$ cat src/upq_pkg.sv
package upq_pkg;

    localparam int CAPACITY = 1024;
    localparam int ADDR_W   = $clog2(CAPACITY);
    localparam int CNT_W    = $clog2(CAPACITY + 1);
    localparam int ID_W     = 16;
    localparam int KEY_W    = 32;
    localparam int OUT_CNT_W = 11;

    typedef enum logic [1:0] {
        CMD_INSERT   = 2'd0,
        CMD_FIND     = 2'd1,
        CMD_EXTRACT  = 2'd2,
        CMD_DECREASE = 2'd3
    } cmd_t;

    typedef enum logic [1:0] {
        ST_IDLE,
        ST_SCAN,
        ST_WAIT,
        ST_FINISH
    } state_t;

    // controller -> datapath
    typedef struct packed {
        logic load;
        logic rd_en;
        logic finish;
    } upq_ctrl_t;

    // datapath -> controller
    typedef struct packed {
        logic empty;
        logic full;
        logic last_addr;
    } upq_stat_t;

endpackage

$ cat src/upq_ctrl.sv
module upq_ctrl
    import upq_pkg::*;
(
    input  logic      clk,
    input  logic      rst_n,
    input  logic      start,
    input  logic [1:0] command,
    input  upq_stat_t stat,
    output upq_ctrl_t ctl,
    output logic      busy
);

    state_t state_reg;
    state_t state_next;
    cmd_t   cmd_in;

    assign cmd_in = cmd_t'(command);

    always_ff @(posedge clk or negedge rst_n)
    begin
        if (!rst_n)
        begin
            state_reg <= ST_IDLE;
        end
        else
        begin
            state_reg <= state_next;
        end
    end

    always_comb
    begin
        state_next = state_reg;
        case (state_reg)
            ST_IDLE:
            begin
                if (start)
                begin
                    // insert and any op on an empty store need no scan
                    if (cmd_in inside {CMD_INSERT} || stat.empty)
                    begin
                        state_next = ST_FINISH;
                    end
                    else
                    begin
                        state_next = ST_SCAN;
                    end
                end
            end
            ST_SCAN:
            begin
                if (stat.last_addr)
                begin
                    state_next = ST_WAIT;
                end
            end
            ST_WAIT:   state_next = ST_FINISH;
            ST_FINISH: state_next = ST_IDLE;
            default:   state_next = ST_IDLE;
        endcase
    end

    always_comb
    begin
        ctl.load   = 1'b0;
        ctl.rd_en  = 1'b0;
        ctl.finish = 1'b0;
        busy       = 1'b1;
        case (state_reg)
            ST_IDLE:
            begin
                ctl.load = start;
                busy     = 1'b0;
            end
            ST_SCAN:   ctl.rd_en  = 1'b1;
            ST_WAIT:   ;
            ST_FINISH: ctl.finish = 1'b1;
            default:   ;
        endcase
    end

endmodule

$ cat config.mk
export PLATFORM = sky130hd
export DESIGN_NAME = upq_ctrl
export DESIGN_NICKNAME = d
export VERILOG_FILES = /design/src/upq_pkg.sv /design/src/upq_ctrl.sv
export SDC_FILE = /design/constraint.sdc
export NUM_CORES = 1
export LEC_CHECK = 0
export ABC_AREA = 1
export BUFFER_PORTS_ARGS = -buffer_cell sky130_fd_sc_hd__buf_2
export CAP_MARGIN = 20
export CORE_AREA = 2 2 39 41
export DETAILED_ROUTE_END_ITERATION = 7
export DIE_AREA = 0 0 41 43
export SYNTH_ARGS = -nofsm -noshare
export SYNTH_HDL_FRONTEND = slang
export SYNTH_SLANG_ARGS = --single-unit
$ cat constraint.sdc
create_clock -name clk -period 1.2 [get_ports clk]
set_input_delay 0.24 -clock clk [delete_from_list [all_inputs] [get_ports clk]]
set_output_delay 0.24 -clock clk [all_outputs]
set_load 0.005 [all_outputs]
==> Word-level counts from Yosys, hierarchy flattened <==
Index checks and enable logic that the tools add are counted.
{ "classes": {"n_addsub": 0, "multipliers": 0, "div": 0, "n_lt_le_gt_ge": 0, "n_eq_ne": 5, "shifts": 0, "n_mux": 8, "bitwise": 0, "reduce_logical": 4} }
{ "op_table": {"columns": ["cell", "n"], "rows": [
  ["$pmux W2 S4", 1],
  ["$mux W2", 3],
  ["$eq A2 B2 Y1 const B", 2],
  ["$logic_not A2 Y1", 2],
  ["$mux W1", 4],
  ["$ne A2 B2 Y1 const B", 2],
  ["$eq A2 B1 Y1 const B", 1],
  ["$reduce_and A2 Y1", 1],
  ["$logic_or A1 B1 Y1", 1]
]} }
{ "word_totals": {"regBits": 2, "latchBits": 0, "ram_bits": 0, "mem_bits_ro": 0, "inputBits": 8, "out_inout_bits": 4, "elab_cells": 18, "mem_count": 0} }

==> Longest topological paths before layout <==
Gate-level depths: netlist of the first run.
{ "logic_depth": {"ltp_word": 5, "ltp_mapped": 6, "mapped_depth_nobuf": 6} }

==> Worst setup path after synthesis of the first run <==
No wires, ideal clock.
{ "synth_timing": {"path_type": "flip-flop to flip-flop", "from": "reg state_reg[0]", "to": "reg state_reg[1]", "setup_time_ns": 0.119, "arrival_ns": 0.916, "required_time_ns": 1.081, "slack_ns": 0.164, "path_stages_with_launch": 7, "n_path_buf": 0, "period_less_slack_ns": 1.036, "cell_sequence": "dfrtp_1 > inv_1 > ha_1 > inv_1 > nand2_1 > nand3_1 > o21ai_2"} }
{ "synth_via": {"elab_chain_cells": 3, "elab_cells_between_ends": 8, "cone_classes": "5 x eq/ne; 1 x mux; 2 x reduce/logical"} }
{ "synth_rtl": {"columns": ["item", "line_no", "text"], "rows": [
  ["start: declaration", "upq_ctrl.sv:13", "state_t state_reg;"],
  ["start signal: assignment", "upq_ctrl.sv:27", "state_reg <= state_next;"],
  ["$eq A2 B1 Y1 / $logic_not A2 Y1 (equally long branches)", "upq_ctrl.sv:34", "case (state_reg)"],
  ["$ne A2 B2 Y1 (no source line)", null, null],
  ["$reduce_and A2 Y1 (no source line)", null, null]
]} }
Several ways; a longest one is shown, not always the timed one.
A chain may end at the register's enable or synchronous reset.

==> impl_results.md, run 1 <==
* Synth cell types at 9
* Highest attainable clock frequency at roughly 0.77 GHz
* Min Clock Period, post-route at 1300 ps
* Clock latency of the later-clocked register in the worst-skew pair at roughly 220 ps
* Final setup violation count at 4
* Leading cell types in the layout, fill and taps excluded: buf_2, inv_1
* Final Hold Fails at 0
* Number of placed I/O pins at 12
* Cell area after placement at between 200 and 300 sq um
* Detailed-router iteration count before antenna repair at 1
* Vias in the first global route at about 200
* Setup Crit Path Kind: flop to output port
* PnR worst setup slack at -97.7 ps
* Final clock skew at roughly 4.1 ps
* Critical path data arrival time at approximately 1100 ps
* TritonCTS clock tree: done
* Vias per inst at approximately 3.6
* Leading cell type in the layout, fill and taps excluded: buf_2
* Placement Setup Slack at approximately 79 ps
* Routed length per instance at ~7.9 um
* Maxcap violations at 0
* Power density cells at between 2000 and 2500 mW/mm^2
* Inserted Clock Buffers at 3
* Residual antenna-violating net count after detailed routing at 0
* CP Max Fanout at 3
* Starting density of the core at between 15 and 20%
* Worst slew pin tran at around 120 ps
* Footprint of the multi-input gates at 170 sq um
* Number of placement rows at 14
* Number of slew-limit violations in the final report at 0
* Share of final-layout standard cells stronger than drive strength 1 at between 60% and 70%
* Count of routing violations after the opening detailed-route iteration at 0
* Average instance area after synthesis at 7.13 sq um
* All-Layer GR Usage at 6.51%
* Vias at 240
* Largest register FFs at 2
* Number of instances in the synthesized netlist at 30
* # port buffers at 10
* Die area at 0.00176 sq mm
* Maximum number of pins on one net before global-route repair at 4
* Total Wirelength at a little over 500 um
* Area taken by flip-flops and latches at 50.0 sq um
* Clock Sink Count at 2
* Clock edge transition at the registers on the reported setup and hold paths at approximately 30 ps
* Clock tree root buffer cell: clkbuf_4
* Kind of path behind the tightest hold check: primary input to asynchronous set/reset pin
* Final nets at 65
* Antenna Diode Count at 0
* Post-synthesis register bit count at 2
* Critical path launch point type: flop
* Number of antenna violations at the first check in global routing at 0
* Final non-filler cell area at between 400 and 500 sq um
* HPWL after DPL at roughly 340 um
* Overflow after GRT at 0
* H-tree Lvls at 1
* Max rail drop VDD at 0.000402 V
* Net count of the mapped netlist at between 40 and 50
* Height of the chip at around 43 um
* Die span in x at 41 um
* Fill count at between 150 and 200
* Remaining DRCs at 0
* Global-route wire length before repair at 765 um
* Static leakage power at around 0.23 nW
* Area of the mapped netlist at approximately 210 sq um
* Buffer depth of the longest clock path at 2
* Final period utilization at 108%
* CP Capture Type: output port
* Relative slew slack at approximately 90%
* Portion of the post-synthesis area used by sequential elements at 23.4%
* Violations in the final reports: setup timing
* Unrepaired setup endpoints after global routing: yes
* Count of warnings emitted by yosys at 0
* Core Region at between 0.001 and 0.0015 sq mm
* Final weighted congestion in routability-driven placement at around 0.64
* Power, Total at between 0.001 and 0.0015 W
* Worst Path Required at ~960 ps
* Synthesis-to-layout area growth at 97.1%
* Result of the run: complete, but fails checks
repair_timing:
item                                    CTS  global route
hold buffers                              1             0
pin swaps                                 2             2
resized for setup                        10             4
endpoints found under the setup margin    4             5
endpoints found under the hold margin     2             0
gates cloned                              0             0
setup buffers                             3             1
metrics by stage:
stage          utilization, %  TNS (ps)  hold WS [ps]  instances
6_report                 30.5      -249           330         66
5_1_grt                  30.5      -500           347         66
4_1_cts                  29.0      -277           323         65
3_5_place_dp             21.6         0          28.3         58
3_3_place_gp             21.6         0          26.2         58
2_1_floorplan               -         0         -55.6         30
worst max-delay path: stages, from the launching register on:
cell	delay [ps]
dfrtp_1	360
inv_2	70
buf_4	140
ha_4	160
buf_6	110
logic make-up (layout without fill, tap and decap cells):
family,Yosys count,after routing,synth area share [%]
simple gates,12,12,25.1
buf+inv,9,29,15.8
fa+ha+maj,5,5,29.2
compound gates,2,2,6.43
flops,2,2,23.4
cell usage after synthesis:
library cell,number,area [sq um]
inv_1,9,33.8
ha_1,5,62.6
nand2_1,5,18.8
nand2_2,3,18.8
nor2_1,3,11.3
dfrtp_1,2,50.1
nand3_1,1,5.00
o21ai_1,1,5.00
o21ai_2,1,8.76
final timing paths:
| check | slack [ps] | from | endpoint | cells past startpoint |
|---|---|---|---|---|
| min in group clk | 350 | stat[2] | state_reg[1]$_DFFE_PN0P_ | 5 |
| worst max register to register | 30 | state_reg[1]$_DFFE_PN0P_ | state_reg[1]$_DFFE_PN0P_ | 7 |
| worst min register to register | 630 | state_reg[1]$_DFFE_PN0P_ | state_reg[1]$_DFFE_PN0P_ | 3 |
| max in group asynchronous | 770 | rst_n | state_reg[0]$_DFFE_PN0P_ | 2 |
| worst max-delay path | -100 | state_reg[1]$_DFFE_PN0P_ | ctl[1] | 4 |
| worst min-delay path | 330 | rst_n | state_reg[1]$_DFFE_PN0P_ | 2 |
per-layer routing:
metal	global-route usage (%)	share of wire, %	up-vias	wire (um)
met5	0	0	-	0
met4	4.00	0	0	0
met2	10.3	59	5	304
met1	6.39	38	107	195
li1	-	-	128	-
met3	3.14	3.5	0	18
power by group:
group	switching, W	internal [W]
Sequential	0.0000302	0.000107
Combinational	0.000345	0.000411
Clock	0.0000358	0.000110
Total	0.000411	0.000628
layout make-up:
class / count / share of cell area, %
clock buffer: 3 / 5.34
sequential: 2 / 11.9
multi-input combinational: 19 / 40.4
timing repair buffer: 17 / 29.7
tap: 16 / 4.75
inverter: 9 / 8.01
(Power assumes the default switching activity.)
==> run 2, diff against run 1 <==
--- a/config.mk
+++ b/config.mk
@@ -11,6 +11,7 @@
 export CORE_AREA = 2 2 39 41
 export DETAILED_ROUTE_END_ITERATION = 7
 export DIE_AREA = 0 0 41 43
+export SLEW_MARGIN = 5
 export SYNTH_ARGS = -nofsm -noshare
 export SYNTH_HDL_FRONTEND = slang
 export SYNTH_SLANG_ARGS = --single-unit
==> constraint.sdc (replaced) <==
create_clock -name clk -period 1.6 [get_ports clk]
set_input_delay 0.32 -clock clk [delete_from_list [all_inputs] [get_ports clk]]
set_output_delay 0.32 -clock clk [all_outputs]
set_load 0.005 [all_outputs]
==> run 2 against run 1 <==
Compared with the run above:
- the run now ends clean
- global-route usage down 0.51 points
- clock power down 23%
- hold slack better by 81 ps
- first-iteration DRC count up 1
- sequential share of layout area up 3.9 points
- largest cell class unchanged
- highest routed layer unchanged
==> impl_results.md, run 2 (synthesis results as in run 1) <==
* Result of the run: completed
* Count of hold buffers inserted by post-cts repair at 1
* Power, Total at 0.000519 W
* Global-route wire length before repair at 690 um
* Largest register FFs at 2
* TritonCTS clock tree: done
* Clock latency of the later-clocked register in the worst-skew pair at ~220 ps
* Static leakage power at between 0.2 and 0.25 nW
* Count of routing violations after the opening detailed-route iteration at 1
* Leading cell types in the layout, fill and taps excluded: buf_2, inv_1, nand2_1, ha_1
* Final clock skew at 2.74 ps
* Highest attainable clock frequency at 0.681 GHz
* Relative slew slack at 90.2%
* Worst slew pin tran at approximately 150 ps
* Final setup violation count at 0
* Kind of path behind the tightest hold check: primary input to asynchronous set/reset pin
* All-Layer GR Usage at 6.01%
* Clock Sink Count at 2
* CP Max Fanout at 4
* Clock edge transition at the registers on the reported setup and hold paths at 30 ps
* Final period utilization at 91.8%
* Vias in the first global route at approximately 200
* Placement Setup Slack at 351 ps
* Count of cells resized by post-cts repair at 0
* Die area at around 0.0018 sq mm
* Number of placement rows at 14
* # port buffers at 10
* Starting density of the core at 15.5%
* Number of placed I/O pins at 12
* Unrepaired setup endpoints after global routing: no
* Final Hold Fails at 0
* Core Region at 0.00138 sq mm
* Setup Crit Path Kind: flop to output port
* Setup TNS at 0 ps
* Vias at between 200 and 250
* Number of slew-limit violations in the final report at 0
* Power density cells at 1640 mW/mm^2
* Final weighted congestion in routability-driven placement at 0.659
* Clock tree root buffer cell: clkbuf_4
* Worst Path Required at 1280 ps
* Fill count at roughly 160
* Residual antenna-violating net count after detailed routing at 0
* Share of final-layout standard cells stronger than drive strength 1 at around 39%
* Die span in x at slightly above 40 um
* Maxcap violations at 0
* Max rail drop VDD at about 0.00023 V
* Inserted Clock Buffers at 3
* Synthesis-to-layout area growth at 48.0%
* HPWL after DPL at about 320 um
* Height of the chip at 43 um
* Maximum number of pins on one net before global-route repair at 5
* Critical path launch point type: flop
* Routed length per instance at 6.18 um
* Buffers inserted during post-CTS setup optimization at 0
* Min Clock Period, post-route at about 1500 ps
* Number of antenna violations at the first check in global routing at 0
* Vias per inst at 3.47
* Remaining DRCs at 0
* PnR worst setup slack at approximately 130 ps
* Leading cell type in the layout, fill and taps excluded: buf_2
* CP Capture Type: output port
* Critical path data arrival time at 1150 ps
* Total Wirelength at about 370 um
* H-tree Lvls at 1
* Antenna Diode Count at 0
* Detailed-router iteration count before antenna repair at 4
* Overflow after GRT at 0
* Final nets at a little under 60
* Buffer depth of the longest clock path at 2
-- run 2: changes by cell type in the layout (fill, tap and decap cells not counted), moves of 2 or more --
cell	change
inv_2	-3
ha_1	+3
inv_1	+3
buf_2	+2
buf_6	-4
ha_4	-3
buf_4	-4
-- run 2: final cells by class --
type / count / area [sq um] / share of cell area (%)
well taps: 16 / 20.0 / 6.32
inverters: 9 / 33.8 / 10.7
multi-input cells: 19 / 130 / 41.1
clock buffers: 3 / 22.5 / 7.11
repair buffers: 11 / 60.1 / 19.0
flip-flops and latches: 2 / 50.0 / 15.8
-- run 2: power breakdown --
part	leakage (nW)	internal (W)	switching [W]
logic	0.163	0.000137	0.000161
registers	0.0236	0.0000800	0.0000295
clock network	0.0138	0.0000828	0.0000291
-- run 2: metal layers --
metal	GRT usage, %	share of wire [%]	up-vias
li1	-	-	114
met2	9.38	64	3
met1	5.73	32	91
met5	0	0	-
met4	8.00	0	0
met3	0	3.8	0
-- run 2: critical path, cell delays in order, from the launching register on --
cell	delay [ps]
dfrtp_1	380
inv_1	90
ha_1	230
nand2_1	80
inv_1	30
buf_2	110
-- run 2: stage by stage --
step | instance area [sq um] | cells | util [%] | hold slack, ps
final | 317 | 60 | 22.9 | 411
after global routing | 317 | 60 | 22.9 | 438
after CTS | 317 | 60 | 22.9 | 402
after detailed placement | 284 | 56 | 20.5 | 107
after global placement | 284 | 56 | 20.5 | 106
after floorplan | 214 | 30 | - | 24.4
-- run 2: worst paths after layout --
kind | from | endpoint | slack [ps] | cells past startpoint
max | state_reg[0]$_DFFE_PN0P_ | ctl[2] | 130 | 5
min | rst_n | state_reg[0]$_DFFE_PN0P_ | 410 | 2
max reg2reg | state_reg[0]$_DFFE_PN0P_ | state_reg[1]$_DFFE_PN0P_ | 490 | 6
min reg2reg | state_reg[0]$_DFFE_PN0P_ | state_reg[0]$_DFFE_PN0P_ | 540 | 2
max in group asynchronous | rst_n | state_reg[1]$_DFFE_PN0P_ | 1090 | 2
min in group clk | stat[2] | state_reg[1]$_DFFE_PN0P_ | 430 | 5
